## src/bpu_pkg.sv

```systemverilog
package bpu_pkg;

   localparam int MAX_DIMENSION = 4096;
   localparam int DIM_W         = $clog2(MAX_DIMENSION) + 1;
   localparam int POS_W         = $clog2(MAX_DIMENSION);
   localparam int CSR_INDEX_W   = 3;
   localparam int CSR_DATA_W    = 32;
   localparam int NUM_CHANNELS  = 4;
   localparam int QUEUE_DEPTH   = 2;
   localparam int QUEUE_PTR_W   = $clog2(QUEUE_DEPTH);
   localparam int QUEUE_CNT_W   = $clog2(QUEUE_DEPTH + 1);
   localparam int QUOT_W        = 8;
   localparam int REM_W         = 32 + QUOT_W;

   localparam logic [CSR_INDEX_W-1:0] CSR_IMAGE_WIDTH  = 3'd0;
   localparam logic [CSR_INDEX_W-1:0] CSR_IMAGE_HEIGHT = 3'd1;
   localparam logic [CSR_INDEX_W-1:0] CSR_BOTTOM_UP    = 3'd2;
   localparam logic [CSR_INDEX_W-1:0] CSR_PIXEL_FORMAT = 3'd3;
   localparam logic [CSR_INDEX_W-1:0] CSR_RED_MASK     = 3'd4;
   localparam logic [CSR_INDEX_W-1:0] CSR_GREEN_MASK   = 3'd5;
   localparam logic [CSR_INDEX_W-1:0] CSR_BLUE_MASK    = 3'd6;
   localparam logic [CSR_INDEX_W-1:0] CSR_ALPHA_MASK   = 3'd7;

   localparam logic [1:0] FMT_BGR24  = 2'd0;
   localparam logic [1:0] FMT_BGRA32 = 2'd1;

   localparam int CH_RED   = 0;
   localparam int CH_GREEN = 1;
   localparam int CH_BLUE  = 2;
   localparam int CH_ALPHA = 3;

   localparam logic [31:0] RESET_RED_MASK   = 32'h00FF_0000;
   localparam logic [31:0] RESET_GREEN_MASK = 32'h0000_FF00;
   localparam logic [31:0] RESET_BLUE_MASK  = 32'h0000_00FF;
   localparam logic [31:0] RESET_ALPHA_MASK = 32'h0000_0000;
   localparam logic [7:0]  CHANNEL_FULL     = 8'd255;

   typedef struct packed {
      logic [DIM_W-1:0]                   image_width;
      logic [DIM_W-1:0]                   image_height;
      logic                               bottom_up;
      logic [1:0]                         pixel_format;
      logic [NUM_CHANNELS-1:0][31:0]      field_mask;
   } cfg_type;

   typedef struct packed {
      logic [31:0]      pixel;
      logic [POS_W-1:0] column;
      logic [POS_W-1:0] row;
      logic             last_pixel;
   } pix_type;

   function automatic logic [DIM_W-1:0] clamp_dim(input logic [DIM_W-1:0] v);
      logic [DIM_W-1:0] r;
      r = v;
      if (v == '0)
         r = DIM_W'(1);
      else if (v > DIM_W'(MAX_DIMENSION))
         r = DIM_W'(MAX_DIMENSION);
      return r;
   endfunction

endpackage

```

## src/bpu_front.sv

```systemverilog
module bpu_front import bpu_pkg::*; (
   input  logic                 clock,
   input  logic                 reset,
   input  cfg_type              cfg,
   input  logic                 req_push,
   input  logic [7:0]           req_data_byte,
   input  logic                 queue_full,
   output logic                 queue_push,
   output pix_type              queue_data
);

   logic [23:0]      acc_ff, acc_in;
   logic [1:0]       bip_ff, bip_in;
   logic [POS_W-1:0] col_ff, col_in;
   logic [POS_W-1:0] row_ff, row_in;
   logic [1:0]       pad_ff, pad_in;

   logic             accept;
   logic             is_bgr24;
   logic [1:0]       bip_top;
   logic [DIM_W-1:0] w, h;
   logic [DIM_W-1:0] col_next, row_next, flip_row;
   logic             last_col, last_row;
   logic [1:0]       w_bytes_low;
   logic [31:0]      pixel;

   always_comb begin
      accept      = req_push && !queue_full;
      is_bgr24    = (cfg.pixel_format == FMT_BGR24);
      bip_top     = is_bgr24 ? 2'd2 : 2'd3;
      w           = clamp_dim(cfg.image_width);
      h           = clamp_dim(cfg.image_height);
      col_next    = {1'b0, col_ff} + DIM_W'(1);
      row_next    = {1'b0, row_ff} + DIM_W'(1);
      last_col    = col_next >= w;
      last_row    = row_next >= h;
      flip_row    = h - DIM_W'(1) - {1'b0, row_ff};
      w_bytes_low = w[1:0] + {w[0], 1'b0};
      pixel       = is_bgr24 ? {8'h00, req_data_byte, acc_ff[15:0]}
                             : {req_data_byte, acc_ff};

      acc_in     = acc_ff;
      bip_in     = bip_ff;
      col_in     = col_ff;
      row_in     = row_ff;
      pad_in     = pad_ff;
      queue_push = 1'b0;

      queue_data.pixel      = pixel;
      queue_data.column     = col_ff;
      queue_data.row        = cfg.bottom_up ? flip_row[POS_W-1:0] : row_ff;
      queue_data.last_pixel = last_col && last_row;

      if (accept) begin
         if (pad_ff != 2'd0) begin
            pad_in = pad_ff - 2'd1;
         end else if (bip_ff < bip_top) begin
            unique case (bip_ff)
               2'd0:    acc_in = {acc_ff[23:8], req_data_byte};
               2'd1:    acc_in = {acc_ff[23:16], req_data_byte, acc_ff[7:0]};
               default: acc_in = {req_data_byte, acc_ff[15:0]};
            endcase
            bip_in = bip_ff + 2'd1;
         end else begin
            queue_push = 1'b1;
            acc_in     = '0;
            bip_in     = '0;
            if (last_col) begin
               col_in = '0;
               pad_in = is_bgr24 ? (2'd0 - w_bytes_low) : 2'd0;
               row_in = last_row ? '0 : row_next[POS_W-1:0];
            end else begin
               col_in = col_next[POS_W-1:0];
            end
         end
      end
   end

   always_ff @(posedge clock) begin
      if (reset) begin
         acc_ff <= '0;
         bip_ff <= '0;
         col_ff <= '0;
         row_ff <= '0;
         pad_ff <= '0;
      end else begin
         acc_ff <= acc_in;
         bip_ff <= bip_in;
         col_ff <= col_in;
         row_ff <= row_in;
         pad_ff <= pad_in;
      end
   end

endmodule

```

## src/bpu_queue.sv

```systemverilog
module bpu_queue import bpu_pkg::*; (
   input  logic    clock,
   input  logic    reset,
   input  logic    push,
   input  pix_type push_data,
   output logic    full,
   input  logic    pop,
   output logic    empty,
   output pix_type pop_data
);

   pix_type                mem_ff [QUEUE_DEPTH];
   logic [QUEUE_PTR_W-1:0] wr_ff, wr_in;
   logic [QUEUE_PTR_W-1:0] rd_ff, rd_in;
   logic [QUEUE_CNT_W-1:0] cnt_ff, cnt_in;
   logic                   do_push, do_pop;

   always_comb begin
      full     = (cnt_ff == QUEUE_CNT_W'(QUEUE_DEPTH));
      empty    = (cnt_ff == '0);
      pop_data = mem_ff[rd_ff];
      do_push  = push && !full;
      do_pop   = pop && !empty;
      wr_in    = wr_ff;
      rd_in    = rd_ff;
      if (do_push)
         wr_in = (wr_ff == QUEUE_PTR_W'(QUEUE_DEPTH - 1)) ? '0 : wr_ff + QUEUE_PTR_W'(1);
      if (do_pop)
         rd_in = (rd_ff == QUEUE_PTR_W'(QUEUE_DEPTH - 1)) ? '0 : rd_ff + QUEUE_PTR_W'(1);
      cnt_in = cnt_ff + QUEUE_CNT_W'(do_push) - QUEUE_CNT_W'(do_pop);
   end

   always_ff @(posedge clock) begin
      if (do_push)
         mem_ff[wr_ff] <= push_data;
      if (reset) begin
         wr_ff  <= '0;
         rd_ff  <= '0;
         cnt_ff <= '0;
      end else begin
         wr_ff  <= wr_in;
         rd_ff  <= rd_in;
         cnt_ff <= cnt_in;
      end
   end

endmodule

```

## src/bpu_back.sv

```systemverilog
module bpu_back import bpu_pkg::*; (
   input  logic             clock,
   input  logic             reset,
   input  cfg_type          cfg,
   input  logic             queue_empty,
   input  pix_type          queue_data,
   output logic             queue_pop,
   output logic             rsp_empty,
   input  logic             rsp_pop,
   output logic [31:0]      rsp_rgba_word,
   output logic [POS_W-1:0] rsp_dest_column,
   output logic [POS_W-1:0] rsp_dest_row,
   output logic             rsp_final_pixel
);

   typedef enum logic [1:0] {IDLE, DIVIDE, DONE} state_type;

   state_type                          state_ff, state_in;
   logic [NUM_CHANNELS-1:0][REM_W-1:0] rem_ff, rem_in;
   logic [NUM_CHANNELS-1:0][REM_W-1:0] div_ff, div_in;
   logic [NUM_CHANNELS-1:0][QUOT_W-1:0] quo_ff, quo_in;
   logic [2:0]                         step_ff, step_in;
   logic [POS_W-1:0]                   col_ff, col_in;
   logic [POS_W-1:0]                   row_ff, row_in;
   logic                               last_ff, last_in;
   logic                               out_valid_ff, out_valid_in;
   logic [31:0]                        out_word_ff, out_word_in;
   logic [POS_W-1:0]                   out_col_ff, out_col_in;
   logic [POS_W-1:0]                   out_row_ff, out_row_in;
   logic                               out_last_ff, out_last_in;

   logic                               out_free;
   logic [31:0]                        pm;
   logic [NUM_CHANNELS-1:0][7:0]       chan;
   logic [31:0]                        px;

   always_comb begin
      out_free     = !out_valid_ff || rsp_pop;
      queue_pop    = 1'b0;
      px           = queue_data.pixel;
      pm           = '0;
      chan         = '0;
      state_in     = state_ff;
      rem_in       = rem_ff;
      div_in       = div_ff;
      quo_in       = quo_ff;
      step_in      = step_ff;
      col_in       = col_ff;
      row_in       = row_ff;
      last_in      = last_ff;
      out_valid_in = out_valid_ff && !rsp_pop;
      out_word_in  = out_word_ff;
      out_col_in   = out_col_ff;
      out_row_in   = out_row_ff;
      out_last_in  = out_last_ff;

      unique case (state_ff)
         IDLE: begin
            if (!queue_empty && out_free) begin
               queue_pop = 1'b1;
               if (cfg.pixel_format == FMT_BGR24 || cfg.pixel_format == FMT_BGRA32) begin
                  out_valid_in = 1'b1;
                  out_word_in  = {(cfg.pixel_format == FMT_BGR24) ? CHANNEL_FULL : px[31:24],
                                  px[7:0], px[15:8], px[23:16]};
                  out_col_in   = queue_data.column;
                  out_row_in   = queue_data.row;
                  out_last_in  = queue_data.last_pixel;
               end else begin
                  // field value over mask equals the shifted ratio, so skip the shift
                  for (int c = 0; c < NUM_CHANNELS; c++) begin
                     pm        = px & cfg.field_mask[c];
                     rem_in[c] = {pm, 8'h00} - {8'h00, pm};
                     div_in[c] = {1'b0, cfg.field_mask[c], 7'h00};
                     quo_in[c] = '0;
                  end
                  step_in  = '0;
                  col_in   = queue_data.column;
                  row_in   = queue_data.row;
                  last_in  = queue_data.last_pixel;
                  state_in = DIVIDE;
               end
            end
         end
         DIVIDE: begin
            for (int c = 0; c < NUM_CHANNELS; c++) begin
               if (rem_ff[c] >= div_ff[c]) begin
                  rem_in[c] = rem_ff[c] - div_ff[c];
                  quo_in[c] = {quo_ff[c][QUOT_W-2:0], 1'b1};
               end else begin
                  quo_in[c] = {quo_ff[c][QUOT_W-2:0], 1'b0};
               end
               div_in[c] = {1'b0, div_ff[c][REM_W-1:1]};
            end
            step_in = step_ff + 3'd1;
            if (step_ff == 3'd7)
               state_in = DONE;
         end
         DONE: begin
            if (out_free) begin
               for (int c = 0; c < NUM_CHANNELS; c++)
                  chan[c] = (cfg.field_mask[c] == '0) ? CHANNEL_FULL : quo_ff[c];
               out_valid_in = 1'b1;
               out_word_in  = {chan[CH_ALPHA], chan[CH_BLUE], chan[CH_GREEN], chan[CH_RED]};
               out_col_in   = col_ff;
               out_row_in   = row_ff;
               out_last_in  = last_ff;
               state_in     = IDLE;
            end
         end
         default: state_in = IDLE;
      endcase
   end

   always_ff @(posedge clock) begin
      rem_ff      <= rem_in;
      div_ff      <= div_in;
      quo_ff      <= quo_in;
      step_ff     <= step_in;
      col_ff      <= col_in;
      row_ff      <= row_in;
      last_ff     <= last_in;
      out_word_ff <= out_word_in;
      out_col_ff  <= out_col_in;
      out_row_ff  <= out_row_in;
      out_last_ff <= out_last_in;
      if (reset) begin
         state_ff     <= IDLE;
         out_valid_ff <= 1'b0;
      end else begin
         state_ff     <= state_in;
         out_valid_ff <= out_valid_in;
      end
   end

   assign rsp_empty       = !out_valid_ff;
   assign rsp_rgba_word   = out_word_ff;
   assign rsp_dest_column = out_col_ff;
   assign rsp_dest_row    = out_row_ff;
   assign rsp_final_pixel = out_last_ff;

endmodule

```

## src/bmp_pixel_unpacker.sv

```systemverilog
// BMP pixel array to ABGR8888. Feed the pixel array one byte per beat, padding
// included; one result beat leaves per pixel with its column, top-down row and
// a mark on the last pixel of the image. The front end takes a byte every cycle
// while its two-pixel queue has room, so 24-bit pixels arrive every three bytes
// and 32-bit pixels every four. The back end converts a 24-bit or direct 32-bit
// pixel as it pops it from the queue; a masked pixel goes through load, eight
// restoring division steps for the four channels in parallel, and output, and
// that divider sets the sustained rate in masked mode. Write configuration only
// while the block is idle; no clearing pass is needed after reset.
module bmp_pixel_unpacker import bpu_pkg::*; (
   input  logic                   clock,
   input  logic                   reset,
   input  logic                   req_push,
   output logic                   req_full,
   input  logic [7:0]             req_data_byte,
   output logic                   rsp_empty,
   input  logic                   rsp_pop,
   output logic [31:0]            rsp_rgba_word,
   output logic [POS_W-1:0]       rsp_dest_column,
   output logic [POS_W-1:0]       rsp_dest_row,
   output logic                   rsp_final_pixel,
   input  logic                   csr_write_enable,
   input  logic [CSR_INDEX_W-1:0] csr_index,
   input  logic [CSR_DATA_W-1:0]  csr_write_data
);

   cfg_type cfg_ff, cfg_in;
   logic    queue_push, queue_pop, queue_full, queue_empty;
   pix_type push_data, pop_data;

   always_comb begin
      cfg_in = cfg_ff;
      if (csr_write_enable) begin
         unique case (csr_index)
            CSR_IMAGE_WIDTH:  cfg_in.image_width  = csr_write_data[DIM_W-1:0];
            CSR_IMAGE_HEIGHT: cfg_in.image_height = csr_write_data[DIM_W-1:0];
            CSR_BOTTOM_UP:    cfg_in.bottom_up    = csr_write_data[0];
            CSR_PIXEL_FORMAT: cfg_in.pixel_format = csr_write_data[1:0];
            CSR_RED_MASK:     cfg_in.field_mask[CH_RED]   = csr_write_data;
            CSR_GREEN_MASK:   cfg_in.field_mask[CH_GREEN] = csr_write_data;
            CSR_BLUE_MASK:    cfg_in.field_mask[CH_BLUE]  = csr_write_data;
            CSR_ALPHA_MASK:   cfg_in.field_mask[CH_ALPHA] = csr_write_data;
            default:          cfg_in = cfg_ff;
         endcase
      end
   end

   always_ff @(posedge clock) begin
      if (reset) begin
         cfg_ff.image_width          <= DIM_W'(1);
         cfg_ff.image_height         <= DIM_W'(1);
         cfg_ff.bottom_up            <= 1'b1;
         cfg_ff.pixel_format         <= FMT_BGR24;
         cfg_ff.field_mask[CH_RED]   <= RESET_RED_MASK;
         cfg_ff.field_mask[CH_GREEN] <= RESET_GREEN_MASK;
         cfg_ff.field_mask[CH_BLUE]  <= RESET_BLUE_MASK;
         cfg_ff.field_mask[CH_ALPHA] <= RESET_ALPHA_MASK;
      end else begin
         cfg_ff <= cfg_in;
      end
   end

   assign req_full = queue_full;

   bpu_front u_front (
      .clock         (clock),
      .reset         (reset),
      .cfg           (cfg_ff),
      .req_push      (req_push),
      .req_data_byte (req_data_byte),
      .queue_full    (queue_full),
      .queue_push    (queue_push),
      .queue_data    (push_data)
   );

   bpu_queue u_queue (
      .clock     (clock),
      .reset     (reset),
      .push      (queue_push),
      .push_data (push_data),
      .full      (queue_full),
      .pop       (queue_pop),
      .empty     (queue_empty),
      .pop_data  (pop_data)
   );

   bpu_back u_back (
      .clock           (clock),
      .reset           (reset),
      .cfg             (cfg_ff),
      .queue_empty     (queue_empty),
      .queue_data      (pop_data),
      .queue_pop       (queue_pop),
      .rsp_empty       (rsp_empty),
      .rsp_pop         (rsp_pop),
      .rsp_rgba_word   (rsp_rgba_word),
      .rsp_dest_column (rsp_dest_column),
      .rsp_dest_row    (rsp_dest_row),
      .rsp_final_pixel (rsp_final_pixel)
   );

endmodule
```

## config.mk

```make
export PLATFORM = sky130hd
export DESIGN_NAME = bmp_pixel_unpacker
export DESIGN_NICKNAME = d
export VERILOG_FILES = /design/src/bpu_pkg.sv /design/src/bpu_front.sv /design/src/bpu_queue.sv /design/src/bpu_back.sv /design/src/bmp_pixel_unpacker.sv
export SDC_FILE = /design/constraint.sdc
export NUM_CORES = 2
export LEC_CHECK = 0
export BUFFER_PORTS_ARGS = -buffer_cell sky130_fd_sc_hd__buf_2
export CAP_MARGIN = 20
export CORE_MARGIN = 2
export CORE_UTILIZATION = 69
export DETAILED_ROUTE_END_ITERATION = 12
export PLACE_DENSITY_LB_ADDON = 0.2
export RECOVER_POWER = 25
export REMOVE_ABC_BUFFERS = 1
export SETUP_SLACK_MARGIN = 0.3
export SLEW_MARGIN = 20
export SYNTH_ARGS = -nofsm -noshare
export SYNTH_HDL_FRONTEND = slang
export SYNTH_SLANG_ARGS = --single-unit
```

## constraint.sdc

```tcl
create_clock -name clock -period 16.19 [get_ports clock]
set_input_delay 1.619 -clock clock [delete_from_list [all_inputs] [get_ports clock]]
set_output_delay 1.619 -clock clock [all_outputs]
set_load 0.05 [all_outputs]
```

# Word level (Yosys, flattened, before mapping)
# Memory sizes are Yosys's and may differ from the RTL's. A register that Yosys moved wholly into a read port is not among the register bits.
# Cells that the tools add are included.
# classes
add_sub_neg	21
n_mul	0
n_div	0
order_cmp	9
n_eq_ne	27
n_shift	0
n_mux	77
bitwise_logic	7
n_reduce_logical	50
# ops
op	n
2-to-1 mux 160 bit	4
one-hot mux 160 bit (2 select lines)	2
2-to-1 mux 32 bit	6
greater-or-equal comparator 40 bit	4
2-to-1 mux 40 bit	4
subtractor 40 x 32 -> 40 bit	4
subtractor 40 bit	4
AND 32 bit	4
zero test 32 bit	4
one-hot mux 32 bit (2 select lines)	2
2-to-1 mux 12 bit	9
2-to-1 mux 13 bit	4
one-hot mux 12 bit (2 select lines)	2
one-hot mux 24 bit (2 select lines)	1
2-to-1 mux 8 bit	5
AND reduction 4 bit	10
adder 12 x 1 -> 13 bit (second input constant)	2
greater-or-equal comparator 13 bit	2
greater-than comparator 13 bit (second input constant)	2
zero test 13 bit	2
2-to-1 mux 24 bit	1
2-to-1 mux 1 bit	22
2-to-1 mux 2 bit	9
!= test 2 x 1 -> 1 bit (second input constant)	9
30 further kinds	73
# totals
register_bits	653
latchBits	0
ram_bits	114
mem_bits_ro	0
out_inout_bits	59
wordCells	232
n_memories	1
# memory_table
name	words	width	rd	rd_ports_with_merged_regs	wr	line	text
u_queue.mem_ff	2	57	1	1	1	bpu_queue.sv:12	pix_type mem_ff [QUEUE_DEPTH];

# Longest topological paths before layout
# depth
depth_word	9
ltp_mapped	19

# Modules after synthesis
# Synthesis repeated with hierarchy kept, for this count alone.
# unflattened
cells_unflattened	4922
hier_area_um2	47105.2
# by_module_without_submodules
module	instances	cells_each	area_each_um2
bpu_back	1	3588	32212.1
bmp_pixel_unpacker	1	585	6282.3
bpu_queue	1	204	4350.4
bpu_front	1	545	4260.3

# Worst setup path after synthesis
# OpenSTA, ideal clock, no wires.
# synth_timing
path_type	input to register
from	input port rsp_pop
to	register u_back.div_ff[0] (netlist bit), enable pin
t_arrival_ps	6653
slack_ps	8995
stages	6
path_cell_list	nor2_1 nor4_1 nand2_1 inv_1 nor2_1 inv_1
# synth_via
elab_chain_len	4
# synth_rtl
item	line	text
from (decl)	bmp_pixel_unpacker.sv:17	input logic rsp_pop,
logical OR 1 bit	bpu_back.sv:38	out_free = !out_valid_ff || rsp_pop;
logical AND 1 bit	bpu_back.sv:59	if (!queue_empty && out_free) begin
!= test 2 x 1 -> 1 bit (no source line)	n/a	
AND reduction 3 bit (no source line)	n/a	
to (signal assigned)	bpu_back.sv:116	div_ff <= div_in;
to (decl)	bpu_back.sv:20	logic [NUM_CHANNELS-1:0][REM_W-1:0] div_ff, div_in;
# No other way between the ends.
# A chain may end at the register's enable or synchronous reset.

==> impl_metrics.sql <==
INSERT INTO impl_metrics (metric_group, metric, value, unit) VALUES
('outcome', 'status', 'complete, but fails checks', ''),
('outcome', 'violations_in_the_final_reports', 'max-capacitance violations, max-slew violations', ''),
('worst_setup_path', 'setup.worst_path.end_class', 'flip-flop', ''),
('synth', 'syn_avg_cell_area', '8.97', 'sq um'),
('floorplan', 'coreArea', '67500', 'sq um'),
('synth', 'netlist-cell-type-count', '84', ''),
('synth', 'synth_top_flop_cell', 'edfxtp_1', ''),
('cells_and_area', 'mostFrequentLayoutCells', '872 x nand2_1, 547 x edfxtp_1, 523 x a21oi_1', ''),
('synth', 'synth.cell_area', '47300', 'sq um'),
('sta', 'worst-slew-pin-transition', '4.66', 'ns'),
('detailed_routing', 'iter_0_drt_violations', '5428', ''),
('clock_network', 'cts_hold_repair.buffers', '0', ''),
('min_path', 'holdCritPathClass', 'flip-flop to flip-flop', ''),
('placement', 'dpl.cell_count', '6057', ''),
('worst_setup_path', 'critical_path_peak_fanout', '81', ''),
('detailed_routing', 'detail_route.drc_violations', '0', ''),
('placement', 'io_buffers', '106', ''),
('sta', 'finClkSkew', '0.0362', 'ns'),
('sta', 'report.final.slew_viol_count', '538', ''),
('cells_and_area', 'layoutNonFillerInstCount', '6218', ''),
('sta', 'grt_setup_unrepaired', 'no', ''),
('floorplan', 'dieWidth', '266', 'um'),
('cells_and_area', 'num-nets-final', '5619', ''),
('worst_setup_path', 'worstSetupStartpointType', 'flip-flop', ''),
('clock_network', 'clk_pin_slew', '0.06', 'ns'),
('clock_network', 'cts.repair_timing.setup_buffer_count', '0', ''),
('global_routing', 'grt_use_total', '0.404', ''),
('worst_setup_path', 'critical-path-top-delay-family', 'buffers and inverters', ''),
('sta', 'hold_viol', '0', ''),
('placement', 'hpwlAfterDp', '103000', 'um'),
('flow_run', 'number_of_max_cap_violations', '9', ''),
('floorplan', 'fp.dieArea', '70600', 'sq um'),
('global_routing', 'grt_first_pass_wirelength', '220000', 'um'),
('worst_setup_path', 'cp_common_cell', 'clkbuf_1', ''),
('cells_and_area', 'synthToLayoutAreaGrowth', '8.17', '%'),
('power', 'power.density_cell_area', '117', 'nW/um^2'),
('sta', 'period_minus_slack', '7.30', 'ns'),
('synth', 'synth-seq-cells', '764', ''),
('global_routing', 'vias_in_the_first_global_route', '38100', ''),
('worst_setup_path', 'setup.worst_path.class', 'flip-flop to flip-flop', ''),
('cells_and_area', 'seqCellArea', '20800', 'sq um'),
('synth', 'synth_sequential_area_ratio', '0.439', ''),
('detailed_routing', 'drt-wirelength-per-cell', '23.3', 'um'),
('floorplan', 'floorplan.die.height', '266', 'um'),
('sta', 'finalCritPeriodShare', '0.451', ''),
('global_routing', 'overflow', '0', ''),
('clock_network', 'cts-root-buf', 'clkbuf_16', ''),
('cells_and_area', 'most_common_cell_after_layout_fill_and_taps_aside', 'nand2_1', ''),
('sta', 'hold_ws', '0.454', 'ns'),
('placement', 'gpl.final_weighted_congestion', '1.01', ''),
('worst_setup_path', 'cp_num_buf_inv', '3', ''),
('sta', 'tns', '0', 'ns'),
('global_routing', 'grt_start_max_net_pins', '202', ''),
('power', 'vdd.ir_drop.worst', '0.000233', 'V'),
('clock_network', 'postCtsResizedCells', '0', ''),
('clock_network', 'number_of_h_tree_branching_levels', '3', ''),
('detailed_routing', 'route.vias.total', '40600', ''),
('sta', 'max-slew-margin-rel', '-2.11', ''),
('worst_setup_path', 'worst_setup_path_startpoint', 'u_back.state_ff[0]$_SDFFE_PP0P_', ''),
('cells_and_area', 'post_route_cells_drive_above_1_share', '0.0623', ''),
('detailed_routing', 'drt-pass1-iter-count', '8', ''),
('detailed_routing', 'ant_nets', '0', ''),
('synth', 'synth-edff-count', '547', ''),
('power', 'leakage_component_of_the_power', '21.5', 'nW'),
('clock_network', 'tritoncts', 'done', ''),
('detailed_routing', 'routed_via_density', '6.53', ''),
('detailed_routing', 'wirelength', '145000', 'um'),
('synth', 'async_flop_share', '0', ''),
('floorplan', 'floorplan.rows', '95', ''),
('worst_setup_path', 'critPathRequiredTime', '16.59', 'ns'),
('worst_setup_path', 'arrival', '7.70', 'ns');
==> layer usage <==
layer / part of all wire / wire (um) / vias up / global-route usage
met4: 0.056 / 8140 / 4 / 0.212
met1: 0.40 / 58400 / 19200 / 0.553
met3: 0.11 / 16300 / 438 / 0.0940
met2: 0.43 / 61800 / 2240 / 0.601
li1: - / - / 18800 / -
met5: 0.0011 / 164 / - / 0.0152
==> worst paths after layout <==
path | end | cells after the start | slack, ns
hold reg to reg | u_queue.mem_ff[1][35]$_DFFE_PP_ | 0 | 0.45
setup reg to reg | u_back.rem_ff[17]$_DFFE_PP_ | 6 | 8.89
hold / removal | u_queue.mem_ff[1][35]$_DFFE_PP_ | 0 | 0.45
setup / recovery | u_back.rem_ff[17]$_DFFE_PP_ | 6 | 8.89
==> metrics by stage <==
step | setup slack, ns | util | cell area, sq um | power, W
after floorplan | 4.14 | - | 46400 | 0.00351
after global placement | 11.29 | 0.717 | 48400 | 0.00396
after detailed placement | 11.22 | 0.717 | 48400 | 0.00398
after CTS | 11.19 | 0.758 | 51200 | 0.00592
after global routing | 8.66 | 0.757 | 51100 | 0.00615
final | 8.89 | 0.757 | 51100 | 0.00597
==> layout make-up <==
class / instances / area share
antenna: 13 / 0.000636
clock buffer: 104 / 0.0431
timing repair buffer: 137 / 0.0144
multi-input combinational: 3933 / 0.477
tap: 873 / 0.0214
clock inverter: 44 / 0.0111
inverter: 350 / 0.0258
sequential: 764 / 0.406
==> registers in the layout, summed over array words and instances (netlist names), 24 cells and up, named ones only <==
| name | cells |
|---|---|
| u_back.quo_ff | 32 |
| u_back.div_ff | 156 |
| cfg_ff | 157 |
| u_back.rsp_rgba_word | 32 |
| u_queue.mem_ff | 114 |
| u_back.rem_ff | 160 |
| u_front.acc_ff | 24 |
==> synthesized netlist by cell type (17+ instances only) <==
library cell,number,area (sq um)
nand2_1,872,3270
edfxtp_1,547,16400
a21oi_1,526,2630
nor2_1,363,1360
inv_1,350,1310
o21ai_0,343,1720
ha_1,301,3770
dfxtp_1,217,4340
clkbuf_1,202,758
xnor2_1,177,1550
a21o_1,155,1160
nand3_1,142,711
xor2_1,125,1090
and2_1,61,382
mux2_2,61,687
nor3_1,58,290
nand4_1,57,357
and3_1,56,350
o21bai_1,54,405
nand2b_1,50,313
nor4_1,48,300
nor2b_1,46,288
a31oi_1,43,269
o21a_1,31,233
a211oi_1,25,188
mux2i_1,25,250
o22a_1,25,219
o31ai_1,21,158
o211ai_1,17,128
==> report_power, final <==
group          switching (W)  leakage [nW]  total [W]  internal (W)
Combinational        0.00112          13.3    0.00166      0.000538
Sequential         0.0000516          6.79    0.00235       0.00229
Clock               0.000833          1.35    0.00197       0.00113
Total                0.00201          21.5    0.00597       0.00397
==> cell families (layout without fill, tap and decap cells) <==
kind of cell,count (synthesis),in the layout,synth area share
multiplexers,90,90,0.0211
adder cells (fa/ha/maj),306,306,0.0818
AND/OR/NAND/NOR,1818,1818,0.172
flip-flops,764,764,0.439
buffers and inverters,573,635,0.0459
other,0,13,0
XOR/XNOR,302,302,0.0560
AO/OA/AOI/OAI,1417,1417,0.184
(Power assumes the default switching activity.)
